### config.mk
export PLATFORM = sky130hd
export DESIGN_NAME = ultrasonic_echo_ranger
export DESIGN_NICKNAME = d
export VERILOG_FILES = /design/src/hw/rtl/uer_pkg.sv /design/src/hw/rtl/uer_distance.sv /design/src/hw/rtl/ultrasonic_echo_ranger.sv
export SDC_FILE = /design/constraint.sdc
export NUM_CORES = 1
export LEC_CHECK = 0
export CORE_MARGIN = 3
export CORE_UTILIZATION = 59
export CTS_CLUSTER_SIZE = 10
export DETAILED_ROUTE_END_ITERATION = 16
export DONT_BUFFER_PORTS = 1
export GPL_TIMING_DRIVEN = 0
export PLACE_DENSITY_LB_ADDON = 0.08
export SETUP_SLACK_MARGIN = 0.02
export SYNTH_ARGS = -nofsm -noshare
export SYNTH_HDL_FRONTEND = slang
export SYNTH_SLANG_ARGS = --single-unit
### constraint.sdc
create_clock -name clk -period 13.5 [get_ports clk]
set_clock_uncertainty 0.05 [all_clocks]
set_input_delay 1.35 -clock clk [delete_from_list [all_inputs] [get_ports clk]]
set_output_delay 1.35 -clock clk [all_outputs]
set_load 0.01 [all_outputs]
### src/hw/rtl/uer_pkg.sv
// Shared types and constants for the ultrasonic echo ranger.
// No dependencies; every other file in the project refers to it by scoped names.
`timescale 1ns / 1ps
`default_nettype none

package uer_pkg;

  // Default width of the internal tick counter.
  localparam int COUNT_WIDTH_DEF = 16;

  // Field widths of the configuration registers and results.
  localparam int TICKS_W = 16;
  localparam int TRIG_W  = 8;
  localparam int DIST_W  = 17;
  localparam int CFG_W   = 16;

  // Stream payload widths, padded up to whole bytes.
  localparam int IN_DATA_W  = 8;
  localparam int OUT_DATA_W = 40;

  // Register reset values.
  localparam logic [TICKS_W-1:0] TIMEOUT_RESET = 16'd9999;
  localparam logic [TRIG_W-1:0]  TRIGGER_RESET = 8'd2;

  // Saturation limit for the reported count.
  localparam logic [TICKS_W-1:0] TICKS_MAX = 16'hFFFF;

  // floor(t * 17 / 10) is computed as (t * 17 * ceil(2^23 / 10)) >> 23.
  // This is exact for every 16-bit t.
  localparam int               DIST_SHIFT = 23;
  localparam int               DIST_MUL_W = 24;
  localparam logic [DIST_MUL_W-1:0] DIST_MULT = 24'd14260637;

  // Configuration register indexes.
  typedef enum logic [0:0] {
    REG_TIMEOUT = 1'b0,
    REG_TRIGGER = 1'b1
  } reg_idx_t;

  // Measurement phases.
  typedef enum logic [1:0] {
    PH_IDLE = 2'd0,
    PH_TRIG = 2'd1,
    PH_WAIT = 2'd2,
    PH_HIGH = 2'd3
  } phase_t;

  // One result item, before it is packed into tdata.
  typedef struct packed {
    logic [DIST_W-1:0]  distance;
    logic [TICKS_W-1:0] echo_ticks;
    logic               timed_out;
    logic               done_res;
    logic               trigger_level;
  } result_t;

endpackage

`default_nettype wire

### src/hw/rtl/uer_distance.sv
// Tick count to distance conversion, floor(ticks * 17 / 10).
// Uses uer_pkg for the field widths and the reciprocal constant.
`timescale 1ns / 1ps
`default_nettype none

module uer_distance (
  input  wire logic [uer_pkg::TICKS_W-1:0] echo_ticks,
  output logic      [uer_pkg::DIST_W-1:0]  distance
);

  localparam int PROD_W = uer_pkg::TICKS_W + uer_pkg::DIST_MUL_W;

  logic [PROD_W-1:0] product;

  // One constant multiplication; the upper bits are the quotient.
  assign product  = PROD_W'(echo_ticks) * PROD_W'(uer_pkg::DIST_MULT);
  assign distance = product[uer_pkg::DIST_SHIFT +: uer_pkg::DIST_W];

endmodule

`default_nettype wire

### src/hw/rtl/ultrasonic_echo_ranger.sv
// Ultrasonic echo ranger: one stream transaction per timer tick in, one result out.
// The result of a tick is registered and presented in the cycle after its transaction.
// Throughput: one tick per cycle while m_tready allows, set by the single output register stage.
// Reset (rst, synchronous): phase idle, counters zero, registers to their defaults.
// Depends on uer_pkg and uer_distance.
`timescale 1ns / 1ps
`default_nettype none

module ultrasonic_echo_ranger #(
  parameter int COUNT_WIDTH = uer_pkg::COUNT_WIDTH_DEF
) (
  input  wire logic                           clk,
  input  wire logic                           rst,
  // Input stream; s_tdata: [0] start_req, [1] echo_level, rest zero.
  input  wire logic                           s_tvalid,
  output logic                                s_tready,
  input  wire logic [uer_pkg::IN_DATA_W-1:0]  s_tdata,
  // Output stream; m_tdata: [0] trigger_level, [1] done_res, [2] timed_out,
  // [18:3] echo_ticks, [35:19] distance, rest zero.
  output logic                                m_tvalid,
  input  wire logic                           m_tready,
  output logic      [uer_pkg::OUT_DATA_W-1:0] m_tdata,
  // Configuration write port.
  input  wire logic                           cfg_we,
  input  wire logic [0:0]                     cfg_addr,
  input  wire logic [uer_pkg::CFG_W-1:0]      cfg_wdata
);

  // Width wide enough to compare the counter plus carry against the timeout.
  localparam int NW = (COUNT_WIDTH + 1 > uer_pkg::TICKS_W + 1) ?
                      COUNT_WIDTH + 1 : uer_pkg::TICKS_W + 1;

  logic [uer_pkg::TICKS_W-1:0] timeout_ticks;
  logic [uer_pkg::TRIG_W-1:0]  trigger_ticks;

  uer_pkg::phase_t             phase, phase_next;
  logic [COUNT_WIDTH-1:0]      tick_count, tick_count_next;
  logic [uer_pkg::TRIG_W-1:0]  trigger_count, trigger_count_next;

  logic                        in_acc;
  logic                        start_req;
  logic                        echo_level;

  logic [COUNT_WIDTH:0]        tick_inc;
  logic [COUNT_WIDTH-1:0]      tick_sat;
  logic [NW-1:0]               tick_sat_ext;
  logic                        timeout_hit;
  logic [uer_pkg::TRIG_W-1:0]  trig_inc;
  logic [uer_pkg::TRIG_W-1:0]  trig_len;

  logic                        res_trigger;
  logic                        res_done;
  logic                        res_timed_out;
  logic [uer_pkg::TICKS_W-1:0] res_ticks;
  logic [uer_pkg::DIST_W-1:0]  res_distance;
  uer_pkg::result_t            result;

  assign start_req  = s_tdata[0];
  assign echo_level = s_tdata[1];

  // A new tick is taken whenever the output register is free or being emptied.
  assign s_tready = !m_tvalid || m_tready;
  assign in_acc   = s_tvalid && s_tready;

  // Configuration registers.
  always_ff @(posedge clk) begin
    if (rst) begin
      timeout_ticks <= uer_pkg::TIMEOUT_RESET;
      trigger_ticks <= uer_pkg::TRIGGER_RESET;
    end else if (cfg_we) begin
      if (cfg_addr == uer_pkg::REG_TIMEOUT) begin
        timeout_ticks <= cfg_wdata;
      end else begin
        trigger_ticks <= cfg_wdata[uer_pkg::TRIG_W-1:0];
      end
    end
  end

  // Counter arithmetic shared by the next-state and output logic.
  assign tick_inc     = {1'b0, tick_count} + {{COUNT_WIDTH{1'b0}}, 1'b1};
  assign tick_sat     = tick_inc[COUNT_WIDTH] ? {COUNT_WIDTH{1'b1}} :
                                                tick_inc[COUNT_WIDTH-1:0];
  assign tick_sat_ext = NW'(tick_sat);
  assign timeout_hit  = (NW'(tick_inc) > NW'(timeout_ticks)) || tick_inc[COUNT_WIDTH];
  assign trig_inc     = trigger_count + 8'd1;
  // A trigger length of zero behaves as one tick.
  assign trig_len     = (trigger_ticks == 8'd0) ? 8'd1 : trigger_ticks;

  // Next-state logic for the measurement sequencer.
  always_comb begin
    phase_next         = phase;
    tick_count_next    = tick_count;
    trigger_count_next = trigger_count;
    case (phase)
      uer_pkg::PH_IDLE: begin
        if (start_req) begin
          trigger_count_next = 8'd1;
          if (trig_len <= 8'd1) begin
            phase_next      = uer_pkg::PH_WAIT;
            tick_count_next = '0;
          end else begin
            phase_next = uer_pkg::PH_TRIG;
          end
        end
      end
      uer_pkg::PH_TRIG: begin
        trigger_count_next = trig_inc;
        if ((trig_inc >= trig_len) || (trig_inc == 8'd0)) begin
          phase_next      = uer_pkg::PH_WAIT;
          tick_count_next = '0;
        end
      end
      uer_pkg::PH_WAIT: begin
        tick_count_next = tick_sat;
        if (echo_level) begin
          // Echo rise restarts the count.
          tick_count_next = '0;
          phase_next      = uer_pkg::PH_HIGH;
        end else if (timeout_hit) begin
          phase_next = uer_pkg::PH_IDLE;
        end
      end
      uer_pkg::PH_HIGH: begin
        tick_count_next = tick_sat;
        if (!echo_level) begin
          phase_next = uer_pkg::PH_IDLE;
        end
      end
      default: begin
        phase_next = uer_pkg::PH_IDLE;
      end
    endcase
  end

  // Result fields for the tick being taken; all measurement fields are zero
  // unless the measurement completes on this tick.
  always_comb begin
    res_trigger   = 1'b0;
    res_done      = 1'b0;
    res_timed_out = 1'b0;
    res_ticks     = '0;
    case (phase)
      uer_pkg::PH_IDLE: begin
        res_trigger = start_req;
      end
      uer_pkg::PH_TRIG: begin
        res_trigger = 1'b1;
      end
      uer_pkg::PH_WAIT: begin
        if (!echo_level && timeout_hit) begin
          res_done      = 1'b1;
          res_timed_out = 1'b1;
          res_ticks     = timeout_ticks;
        end
      end
      uer_pkg::PH_HIGH: begin
        if (!echo_level) begin
          res_done  = 1'b1;
          res_ticks = (tick_sat_ext > NW'(uer_pkg::TICKS_MAX)) ? uer_pkg::TICKS_MAX :
                                                                tick_sat_ext[15:0];
        end
      end
      default: begin
        res_trigger = 1'b0;
      end
    endcase
  end

  uer_distance u_distance (
    .echo_ticks (res_ticks),
    .distance   (res_distance)
  );

  assign result.trigger_level = res_trigger;
  assign result.done_res      = res_done;
  assign result.timed_out     = res_timed_out;
  assign result.echo_ticks    = res_ticks;
  assign result.distance      = res_distance;

  // Sequencer state, advanced once per accepted transaction.
  always_ff @(posedge clk) begin
    if (rst) begin
      phase         <= uer_pkg::PH_IDLE;
      tick_count    <= '0;
      trigger_count <= '0;
    end else if (in_acc) begin
      phase         <= phase_next;
      tick_count    <= tick_count_next;
      trigger_count <= trigger_count_next;
    end
  end

  // Output register: holds one result until the downstream side takes it.
  always_ff @(posedge clk) begin
    if (rst) begin
      m_tvalid <= 1'b0;
    end else if (in_acc) begin
      m_tvalid <= 1'b1;
    end else if (m_tready) begin
      m_tvalid <= 1'b0;
    end
  end

  always_ff @(posedge clk) begin
    if (in_acc) begin
      m_tdata <= uer_pkg::OUT_DATA_W'(result);
    end
  end

endmodule

`default_nettype wire
After elaboration in Yosys (flattened, before gate mapping):

Index checks and enable logic that the tools add are counted.

* flip-flop bits (word level): 87
* bits in latches: 0
* memory bits (writable): 0
* bits in read-only memories: 0
* output and inout port bits: 42
* word-level logic and storage cells: 67
* memories: 0

* add/sub/neg operators: 2
* multipliers: 1
* divide/modulo/power cells: 0
* order comparisons: 4
* eq/ne operators: 8
* shift operators: 0
* muxes and demuxes: 26
* bitwise gates (word level): 1
* reductions and logical operators: 17

Operators by type and width (count)
* $mux W16: 8
* $pmux W16 S4: 1
* $mul A16 B24 Y40 const B: 1
* $pmux W16 S2: 1
* $add A16 B1 Y17 const B: 1
* $gt A17 B16 Y1: 1
* $gt A16 B16 Y1 const B: 1
* $logic_not A8 Y1: 2
* $mux W8: 2
* $pmux W8 S2: 1
* $mux W2: 6
* $add A8 B1 Y8 const B: 1
* $ge A8 B8 Y1: 1
* $le A8 B1 Y1 const B: 1
* $ne A2 B2 Y1 const B: 4
* $pmux W2 S4: 1
* $reduce_and A5 Y1: 1
* $eq A2 B2 Y1 const B: 2
* $mux W1: 4
* $pmux W1 S2: 2
* $reduce_and A2 Y1: 2
* $reduce_and A4 Y1: 1
* $reduce_bool A2 Y1: 2
* $logic_or A1 B1 Y1: 3
* 7 further kinds: 9

Depth between registers and ports, before layout:

Gate-level depths: netlist of the first run.

* depth in word-level cells: 7
* mapped depth: 38
* mapped depth without buffers: 36

Modules after synthesis:

A second synthesis of the first run with hierarchy kept.

* cell total of the unflattened synthesis: 1119
* area total of the unflattened synthesis: 10727.8 µm²

Modules (own cells, without submodules)
* uer_distance: times used 1, cells each 644, area an instance 6207.2 µm²
* ultrasonic_echo_ranger: times used 1, cells each 475, area an instance 4520.6 µm²

Worst setup path before layout of the first run:

OpenSTA, ideal clock, no wires.

* kind: register to register
* from: register tick_count[0]
* to: register m_tdata[32] in the netlist's numbering (data pin)
* setup time: 0.256 ns
* data arrival time: 8.863 ns
* setup slack: 4.331 ns
* cell stages (with the launch flop): 37
* clock period less this slack: 9.169 ns
* cell sequence: dfxtp_1 > ha_1 > and4_1 > nand2_2 > nor2_1 > xor2_1 > ha_1 > nand4_1 > nor2_1 > nand2_1 > o211ai_1 > a21oi_1 > nor4b_2 > buf_2 > nand2_1 > o21ai_0 > ha_1 > fa_1 > inv_1 > fa_1 > inv_1 > fa_1 > inv_1 > fa_1 > inv_1 > fa_1 > inv_1 > ha_1 > a21o_1 > a21o_1 > a21oi_1 > o21ai_1 > a2111oi_1 > o31a_1 > a21oi_4 > or4_1 > and4_1

* cells in the longest elaborated chain, start to end: 7

RTL lines
* start: declaration: line ultrasonic_echo_ranger.sv:37 `logic [COUNT_WIDTH-1:0] tick_count, tick_count_next;`
* start signal: assignment: line ultrasonic_echo_ranger.sv:188 `tick_count <= tick_count_next;`
* $add A16 B1 Y17 (*): line ultrasonic_echo_ranger.sv:80 `assign tick_inc = {1'b0, tick_count} + {{COUNT_WIDTH{1'b0}}, 1'b1};`
* $mux W16 / $gt A17 B16 Y1 (equally long branches): line ultrasonic_echo_ranger.sv:81, ultrasonic_echo_ranger.sv:84
* $gt A16 B16 Y1 / $logic_or A1 B1 Y1 (equally long branches): line ultrasonic_echo_ranger.sv:159, ultrasonic_echo_ranger.sv:84
* $mux W16 / $logic_and A1 B1 Y1 (equally long branches): line ultrasonic_echo_ranger.sv:159, ultrasonic_echo_ranger.sv:150
* $mux W16 (on tied branches): line ultrasonic_echo_ranger.sv:157, ultrasonic_echo_ranger.sv:150
* $pmux W16 S2 (*): line ultrasonic_echo_ranger.sv:142 `case (phase)`
* named net res_ticks (one bit): line ultrasonic_echo_ranger.sv:54 `logic [uer_pkg::TICKS_W-1:0] res_ticks;`
* $mul A16 B24 Y40 (*): line uer_distance.sv:16 `assign product = PROD_W'(echo_ticks) * PROD_W'(uer_pkg::DIST_MULT);`
* named net res_distance (one bit): line ultrasonic_echo_ranger.sv:55 `logic [uer_pkg::DIST_W-1:0] res_distance;`
* end signal: assignment: line ultrasonic_echo_ranger.sv:206 `m_tdata <= uer_pkg::OUT_DATA_W'(result);`
* end: declaration: line ultrasonic_echo_ranger.sv:22 `output logic [uer_pkg::OUT_DATA_W-1:0] m_tdata,`

The timed path passes the listed nets; every way through them passes the cells marked *.
A chain may end at the register's enable or synchronous reset.

Worst setup path after layout of the first run:

Ends and elaborated chain as after synthesis.

==> results.yml, run 1 <==
outcome:
  status: "finished, final reports clean"
floorplan:
  core-area_um2: 18090
  die_x_um: 142.2
  num_rows: 49
  start_util_pct: 60.49
  dieHeight_um: 142.2
  io_pins: 72
  fp.dieArea_um2: 20210
worst_setup_path:
  crit_path_end_kind: "flip-flop"
  regToRegStartpoint: "tick_count[0]"
  worstPathMaxFanout: 10
  worstSetupPathType: "flip-flop to flip-flop"
  startpoint_type: "flip-flop"
  r2r_end: "m_tdata[32]"
  critPathRequiredTime_ps: 13560
  critPathCapture: "m_tdata[32]"
  max_stage_delay_ps: 790
  r2r_slack_ps: 2700
  ff2ff_path_depth: 36
  crit_slowest_cell: "nor4b_2"
  arrival_ps: 10860
  cp-startpoint: "tick_count[0]"
finish:
  insertedDiodeCount: 0
  fin_nets: 1517
  drive_above_1_share_pct: 3.431
  syn_to_final_growth_pct: 5.341
  instances_no_fill: 1424
synth:
  synth_ff_type: "dfxtp_1"
  avgSynthCellArea_um2: 9.311
  ys_warn_count: 0
  synth_edf_count: 36
  synthTopCellsByArea: "fa_1, ha_1, edfxtp_1"
  ys_async_sr_fraction_pct: 0
  ys_seq_elements: 87
  netlist.area_leader.share_pct: 22.51
  ys_types: 67
  synth_area_um2: 10940
  syn_inst: 1175
  yosysTopAreaCell: "fa_1"
  ys_seq_area_share_pct: 19.21
pwr:
  p_comb_share_pct: 7.0
  p_sw_uw: 149.1
  cellLeakagePower_uw: 0.006277
  p_per_area_nw_per_um2: 49.90
  max-vdd-ir-drop_uv: 55.03
  p_seq_share_pct: 50.8
  p_clk_share_pct: 42.2
  p_int_uw: 426.0
  switching_share_pct: 25.92
detailed_routing:
  drcViolationCount: 0
  antenna_left: 0
  viasPerCell: 5.653
  post_drt_wl_per_cell_um: 17.84
  first_pass_iters: 5
  vias: 8050
  first_iter_violations: 388
  routed_wl_um: 25400
clock_tree:
  postCtsSetupBuffers: 0
  htree_levels: 3
  post_cts_resized: 0
  cts_buffers: 9
  clk_path_buf_depth: 2
  cts.sinks: 87
  cts_root_buf: "clkbuf_16"
  cts_tree: "built"
  clk_latency_ps: 350
  ctsHoldBuffers: 0
  clk_pin_slew_ps: 70
placement:
  place_inst: 1408
  place_hpwl_um: 21490
  port_buffers: 0
  gp_congestion: 0.9337
timing:
  finalSetupTns_ps: 0
  slew_headroom_pct: 38.44
  fin_crit_sh_pct: 80.00
  timing.hold.ws_ps: 410.7
  fmax_ghz: 0.09259
  fin_crit_ps: 10800
  finalSetupViolCount: 0
  worst_pin_slew_ps: 921.0
  drv_slew: 0
  grt_setup_unrepaired: "no"
  hold_violations: 0
grt:
  antenna_found_initial: 0
  gr-total-overflow: 0
  grt_max_degree: 40
  grt_pass1_wl_um: 41080
  grt_use_total_pct: 26.03
  grt_pass1_vias: 8164
job:
  max-cap-violations: 0
hold_path:
  min_path_type: "flip-flop to flip-flop"
## critical path: cells and delay by family (launching register included)
kind	cells	cell delay, ps
buf+inv	6	710
compound gates	10	2300
flops	1	550
simple gates	10	2510
fa+ha+maj	9	4130
xor+xnor	1	270
## power by group through the flow
stage / registers [uW] / clock network, uW / logic, uW
floorplan: 296 / 0 / 32.3
global placement: 298 / 0 / 39.8
detailed placement: 298 / 0 / 40.4
CTS: 292 / 247 / 40.7
global route: 293 / 257 / 45.9
finish: 292 / 242 / 40.3
## Yosys cell counts, types with 11 or more instances
master / instances
nand2_1: 82
o21ai_0: 23
fa_1: 123
ha_1: 174
a21o_1: 32
and3_1: 12
nand3_1: 28
xor2_1: 11
xnor2_1: 23
nor2_1: 52
nand4_1: 14
a21oi_1: 63
clkbuf_1: 18
nand2b_1: 29
mux2i_1: 16
a22oi_1: 13
dfxtp_1: 51
inv_1: 253
edfxtp_1: 36
## registers in the layout, summed over array words and instances (netlist names)
register,count
timeout_ticks,16
trigger_ticks,8
m_tdata,36
trigger_count,8
m_tvalid,1
phase,2
tick_count,16
## routing by layer
metal  track usage [%]  wire length (um)  up-vias
met5                 0                 0        -
met4             6.616               486        0
met3             5.847              1503       31
met2             44.94             12590      180
met1             33.23             10820     3914
li1                  -                 -     3925
## placed cells by master (no fill, tap or decap), types with 9 or more instances in the layout
| cell type | Yosys | layout |
|---|---|---|
| a211o_1 | 9 | 9 |
| a21o_1 | 32 | 32 |
| a21oi_1 | 63 | 63 |
| a22oi_1 | 13 | 13 |
| and3_1 | 12 | 12 |
| clkbuf_1 | 18 | 18 |
| clkbuf_16 | 0 | 9 |
| dfxtp_1 | 51 | 51 |
| edfxtp_1 | 36 | 36 |
| fa_1 | 123 | 123 |
| ha_1 | 174 | 174 |
| inv_1 | 253 | 252 |
| mux2i_1 | 16 | 16 |
| nand2_1 | 82 | 82 |
| nand2b_1 | 29 | 29 |
| nand3_1 | 28 | 28 |
| nand4_1 | 14 | 14 |
| nor2_1 | 52 | 52 |
| nor3_1 | 9 | 9 |
| o21ai_0 | 23 | 22 |
| xnor2_1 | 23 | 23 |
| xor2_1 | 11 | 11 |
## cells by family (layout without fill, tap and decap cells)
group | after synthesis | in the layout | share of synthesized area (%)
buffers and inverters | 280 | 297 | 9.870
multiplexers | 16 | 16 | 1.464
adder cells (fa/ha/maj) | 297 | 297 | 42.41
other | 1 | 4 | 0.03428
AO/OA/AOI/OAI | 192 | 192 | 11.83
XOR/XNOR | 34 | 34 | 2.722
AND/OR/NAND/NOR | 268 | 268 | 12.47
flip-flops | 87 | 87 | 19.21
## area by class of cell
| cell class | instances | area (um^2) |
|---|---|---|
| Buffer | 27 | 130.1 |
| Tap cell | 229 | 286.5 |
| Clock buffer | 9 | 225.2 |
| Inverter | 253 | 949.7 |
| Sequential cell | 87 | 2102 |
| Multi-Input combinational cell | 811 | 7770 |
| Fill cell | 1567 | 6561 |
| Timing Repair Buffer | 1 | 7.507 |
| Clock inverter | 7 | 53.80 |
## how the worst min path moves through the flow
stage	from	endpoint	slack [ps]	depth (start not counted)
3_3_place_gp	trigger_ticks[0]	trigger_ticks[0]	400	2
5_1_grt	trigger_ticks[0]	trigger_ticks[0]	440	2
3_5_place_dp	trigger_ticks[0]	trigger_ticks[0]	410	2
6_report	trigger_ticks[0]	trigger_ticks[0]	410	2
2_1_floorplan	trigger_ticks[0]	trigger_ticks[0]	390	2
4_1_cts	trigger_ticks[0]	trigger_ticks[0]	420	2
## metrics by stage
stage | cell area (um^2) | total power (uW) | util [%] | setup slack, ps
2_1_floorplan | 10950 | 328.1 | - | 4331
3_3_place_gp | 11240 | 338.1 | 62.14 | 2765
3_5_place_dp | 11250 | 338.7 | 62.18 | 2694
4_1_cts | 11520 | 580.5 | 63.72 | 2643
5_1_grt | 11520 | 596.0 | 63.72 | 2004
6_report | 11520 | 575.0 | 63.72 | 2700
Power figures use the tool's default switching activity.
==> inputs of run 2 (changes only) <==
- clock period: 13.5 -> 9.3 ns (I/O delays scaled with it)
==> results.yml, run 2 (same netlist as run 1, synthesis figures left out) <==
clock_tree:
  clk_latency_ps: 350
  ctsHoldBuffers: 0
  cts_root_buf: "clkbuf_16"
  cts_tree: "built"
  clk_pin_slew_ps: 70
  cts.sinks: 87
  clk_path_buf_depth: 2
  htree_levels: 3
  cts_buffers: 9
worst_setup_path:
  critPathRequiredTime_ps: 9380
  startpoint_type: "flip-flop"
  arrival_ps: 9070
  max_stage_delay_ps: 590
  crit_slowest_cell: "or4b_2"
  worstSetupPathType: "flip-flop to flip-flop"
  worstPathMaxFanout: 9
  crit_path_end_kind: "flip-flop"
  cp_common_cell: "fa_1"
finish:
  insertedDiodeCount: 0
  layout_commonest_cell: "inv_1"
  postLayoutCellArea_um2: 12250
  syn_to_final_growth_pct: 11.99
  fin_nets: 1558
  multi_input_area_um2: 8143
  drive_above_1_share_pct: 12.70
  fill_cells: 1467
  layout_common_cells: "inv_1, ha_1, fa_1"
  largest_reg_flops: 36
  regMostFlops: "m_tdata"
  reg_top3: "m_tdata (36), tick_count (16), timeout_ticks (16)"
  regArea_um2: 2120
pwr:
  switching_share_pct: 26.22
  max-vdd-ir-drop_uv: 77.67
  p_seq_share_pct: 50.6
  p_clk_share_pct: 42.3
  p_per_area_nw_per_um2: 68.31
  cellLeakagePower_uw: 0.006483
  p_int_uw: 617.4
  p_sw_uw: 219.4
  p_comb_share_pct: 7.1
hold_path:
  min_path_type: "flip-flop to flip-flop"
timing:
  fin_crit_ps: 8991
  grt_setup_unrepaired: "yes"
  drv_slew: 0
  fmax_ghz: 0.1112
  hold_violations: 0
  fin_crit_sh_pct: 96.68
  fin_ws_ps: 308.5
  finalSetupViolCount: 0
  worst_pin_slew_ps: 954.8
  timing.hold.ws_ps: 410.9
  slew_headroom_pct: 36.21
grt:
  grt_pass1_vias: 8336
  antenna_found_initial: 0
  grt_use_total_pct: 26.66
  grt_pass1_wl_um: 42100
  gr-total-overflow: 0
  grt_max_degree: 40
detailed_routing:
  routed_wl_um: 26310
  viasPerCell: 5.666
  antenna_left: 0
  met1_length_um: 11010
  first_iter_violations: 391
  post_drt_wl_per_cell_um: 17.96
  first_pass_iters: 5
  highest_layer: "met4"
  drcViolationCount: 0
  vias: 8300
  dr_wl_met2_um: 13200
  route.met3.wl_um: 1557
floorplan:
  num_rows: 49
  die_x_um: 142.2
  io_pins: 72
  dieHeight_um: 142.2
  core-area_um2: 18090
  start_util_pct: 60.49
  fp.dieArea_um2: 20210
placement:
  port_buffers: 0
  place_hpwl_um: 21490
  dpl_worst_slack_ps: -1506
  place_area_um2: 11250
  gp_congestion: 0.9337
job:
  max-cap-violations: 0
outcome:
  status: "finished, final reports clean"
-- run 2: power groups by stage --
stage | clock network [uW] | logic, uW | registers (uW)
detailed placement | 0 | 58.6 | 433
global placement | 0 | 57.7 | 433
floorplan | 0 | 46.8 | 429
finish | 354 | 59.4 | 424
CTS | 359 | 59.5 | 424
global route | 373 | 67.4 | 426
-- run 2: cell type report --
cell class	count	area share (%)
Clock buffer	9	1.838
Buffer	27	1.144
Multi-Input combinational cell	811	66.46
Timing Repair Buffer	42	2.696
Sequential cell	87	17.30
Clock inverter	7	0.4391
Tap cell	229	2.339
Inverter	253	7.782
-- run 2: timing repair --
| action | in CTS | in global routing |
|---|---|---|
| resized for setup | 58 | 46 |
| endpoints found under the hold margin | 0 | 0 |
| pin swaps | 16 | 35 |
| endpoints found under the setup margin | 17 | 13 |
| buffers inserted | 15 | 25 |
| cloned | 1 | 0 |
-- run 2: per-stage QoR --
| stage | util [%] | instances | total power, uW | TNS (ps) |
|---|---|---|---|---|
| final | 67.74 | 1465 | 836.9 | 0 |
| after global routing | 67.74 | 1465 | 866.3 | -28.18 |
| after CTS | 65.58 | 1440 | 842.9 | 0 |
| after detailed placement | 62.18 | 1408 | 491.7 | -17440 |
| after global placement | 62.14 | 1407 | 490.8 | -16950 |
| after floorplan | - | 1178 | 476.2 | 0 |
-- run 2: worst paths after layout --
path               startpoint          endpoint  slack (ps)  cells past startpoint
max reg2reg     tick_count[0]       m_tdata[31]         310                     34
min reg2reg  trigger_ticks[0]  trigger_ticks[0]         410                      2
max             tick_count[0]       m_tdata[31]         310                     34
min          trigger_ticks[0]  trigger_ticks[0]         410                      2
-- run 2: routing by layer --
layer / global-route usage, % / vias to the layer above
li1: - / 4009
met1: 34.29 / 4062
met2: 45.89 / 189
met3: 5.746 / 40
met4: 6.869 / 0
met5: 0 / -
-- run 2: worst max-delay path, delay by kind of cell (launching register included) --
family / cells / cell delay, ps
XOR/XNOR: 1 / 200
AND/OR/NAND/NOR: 6 / 1520
buffers and inverters: 5 / 610
flip-flops: 1 / 410
AO/OA/AOI/OAI: 13 / 2490
adder cells (fa/ha/maj): 9 / 3430
==> inputs of run 3 (changes only) <==
- PLACE_DENSITY_LB_ADDON: 0.08 -> 0.12
- SYNTH_HIERARCHICAL: default -> 1
==> results.yml, run 3 <==
outcome:
  status: "finished, final reports clean"
timing:
  grt_setup_unrepaired: "no"
  hold_violations: 0
  worst_pin_slew_ps: 1171
  timing.hold.ws_ps: 407.1
  fmax_ghz: 0.1109
  finalSetupViolCount: 0
  slew_headroom_pct: 21.94
  fin_crit_ps: 9021
  fin_crit_sh_pct: 97.00
  drv_slew: 0
clock_tree:
  ctsHoldBuffers: 0
  cts_buffers: 9
  clk_pin_slew_ps: 80
  cts_tree: "built"
  clk_latency_ps: 370
  clk_path_buf_depth: 2
  htree_levels: 3
  cts_root_buf: "clkbuf_16"
  cts.sinks: 87
finish:
  layout_commonest_cell: "inv_1"
  reg_top3: "m_tdata (36), tick_count (16), timeout_ticks (16)"
  instances_no_fill: 1379
  layout_common_cells: "inv_1, ha_1, fa_1"
  fin_nets: 1476
  postLayoutCellArea_um2: 11770
  insertedDiodeCount: 0
  syn_to_final_growth_pct: 9.715
  largest_reg_flops: 36
  fill_cells: 1407
  drive_above_1_share_pct: 10.49
  regMostFlops: "m_tdata"
floorplan:
  start_util_pct: 61.17
  dieHeight_um: 140.8
  die_x_um: 140.8
  io_pins: 72
  num_rows: 48
  fp.dieArea_um2: 19840
  core-area_um2: 17540
placement:
  gp_congestion: 0.9140
  place_inst: 1349
  place_area_um2: 11050
  port_buffers: 0
  place_hpwl_um: 20160
worst_setup_path:
  arrival_ps: 9070
  crit_slowest_cell: "or4_1"
  ff2ff_path_depth: 30
  worstPathMaxFanout: 8
  crit_path_end_kind: "flip-flop"
  max_stage_delay_ps: 640
  startpoint_type: "flip-flop"
  critPathRequiredTime_ps: 9350
  cp_common_cell: "fa_1"
  worstSetupPathType: "flip-flop to flip-flop"
synth:
  yosysMostFrequentCell: "inv_1"
  syn_inst: 1119
  ys_warn_count: 6
  ys_top_cells_by_count: "inv_1, ha_1, fa_1, nand2_1, a21oi_1"
  synth_ff_type: "dfxtp_1"
  synthTopCellsByArea: "fa_1, ha_1, edfxtp_1"
  netlist.area_leader.share_pct: 22.95
  avgSynthCellArea_um2: 9.587
  ys_seq_elements: 87
  ys_async_sr_fraction_pct: 0
  synth_edf_count: 36
  yosysTopAreaCell: "fa_1"
  ys_types: 80
  synth_area_um2: 10730
  ys_seq_area_share_pct: 19.59
grt:
  grt_use_total_pct: 26.41
  gr-total-overflow: 0
  grt_pass1_wl_um: 41030
  antenna_found_initial: 0
  grt_max_degree: 35
  grt_pass1_vias: 7993
job:
  max-cap-violations: 0
detailed_routing:
  drcViolationCount: 0
  first_iter_violations: 567
  post_drt_wl_per_cell_um: 18.31
  first_pass_iters: 5
  antenna_left: 0
  viasPerCell: 5.695
  routed_wl_um: 25250
  vias: 7854
hold_path:
  min_path_type: "flip-flop to flip-flop"
  hold_path_depth: 2
pwr:
  max-vdd-ir-drop_uv: 96.93
  cellLeakagePower_uw: 0.005961
  p_per_area_nw_per_um2: 75.28
## run 3: cell type report
cell class | instances | area (um^2) | share of cell area (%)
multi-input cells | 756 | 7851 | 66.71
flip-flops and latches | 87 | 2105 | 17.88
inverters | 250 | 938.4 | 7.973
well taps | 225 | 281.5 | 2.392
clock buffers | 9 | 225.2 | 1.913
plain buffers | 29 | 152.6 | 1.297
repair buffers | 16 | 145.1 | 1.233
clock inverters | 7 | 71.32 | 0.6059
## run 3: metrics by stage
stage / utilization, % / worst slack [ps] / total power, uW / TNS [ps]
final: 67.12 / 279.0 / 886.1 / 0
after global placement: 62.84 / -984.7 / 508.6 / -10880
after global routing: 67.12 / 24.25 / 917.1 / 0
after floorplan: - / 608.6 / 486.7 / 0
after detailed placement: 63.00 / -1056 / 510.8 / -12000
after CTS: 66.19 / 20.75 / 889.3 / 0
## run 3: what timing repair did
action	4_1_cts	5_1_grt
pin swaps	3	11
setup endpoints to repair	17	11
resized for setup	33	19
setup buffers	8	6
cloned	0	1
## run 3: path summary, 6_finish.rpt
kind / to / slack [ps] / start
setup / recovery: m_tdata[35] / 280 / tick_count[5]
hold / removal: trigger_ticks[0] / 410 / trigger_ticks[0]
setup reg to reg: m_tdata[35] / 280 / tick_count[5]
hold reg to reg: trigger_ticks[0] / 410 / trigger_ticks[0]
## run 3: layer usage
layer | part of all wire [%] | vias up | global-route usage (%)
met2 | 48 | 230 | 43.70
li1 | - | 3771 | -
met3 | 5.6 | 39 | 3.799
met4 | 2.8 | 0 | 8.924
met1 | 43 | 3814 | 35.87
met5 | 0 | - | 0
## run 3: cells by family (layout without fill, tap and decap cells)
group | Yosys count | in the layout | synth area share [%]
AOI/OAI and AO/OA | 189 | 190 | 12.89
xor gates and xnor gates | 41 | 41 | 3.347
adders and majority gates | 297 | 297 | 43.25
buffers and inverters | 280 | 311 | 10.21
DFF | 87 | 87 | 19.59
muxes | 3 | 3 | 0.2799
other | 1 | 4 | 0.03496
and+or+nand+nor | 221 | 221 | 10.40
## run 3: power by group
part           internal, uW  total, uW  switching (uW)  leakage (uW)
Combinational          25.3       81.3            56.0       0.00503
Sequential              412        425            13.5      0.000781
Clock                   190        379             189      0.000148
## run 3: worst max-delay path, delay by kind of cell (launching register included)
kind	cells	cell delay [ps]
adder cells (fa/ha/maj)	8	3730
AO/OA/AOI/OAI	9	2210
AND/OR/NAND/NOR	6	1560
XOR/XNOR	2	300
flip-flops	1	480
buffers and inverters	5	430
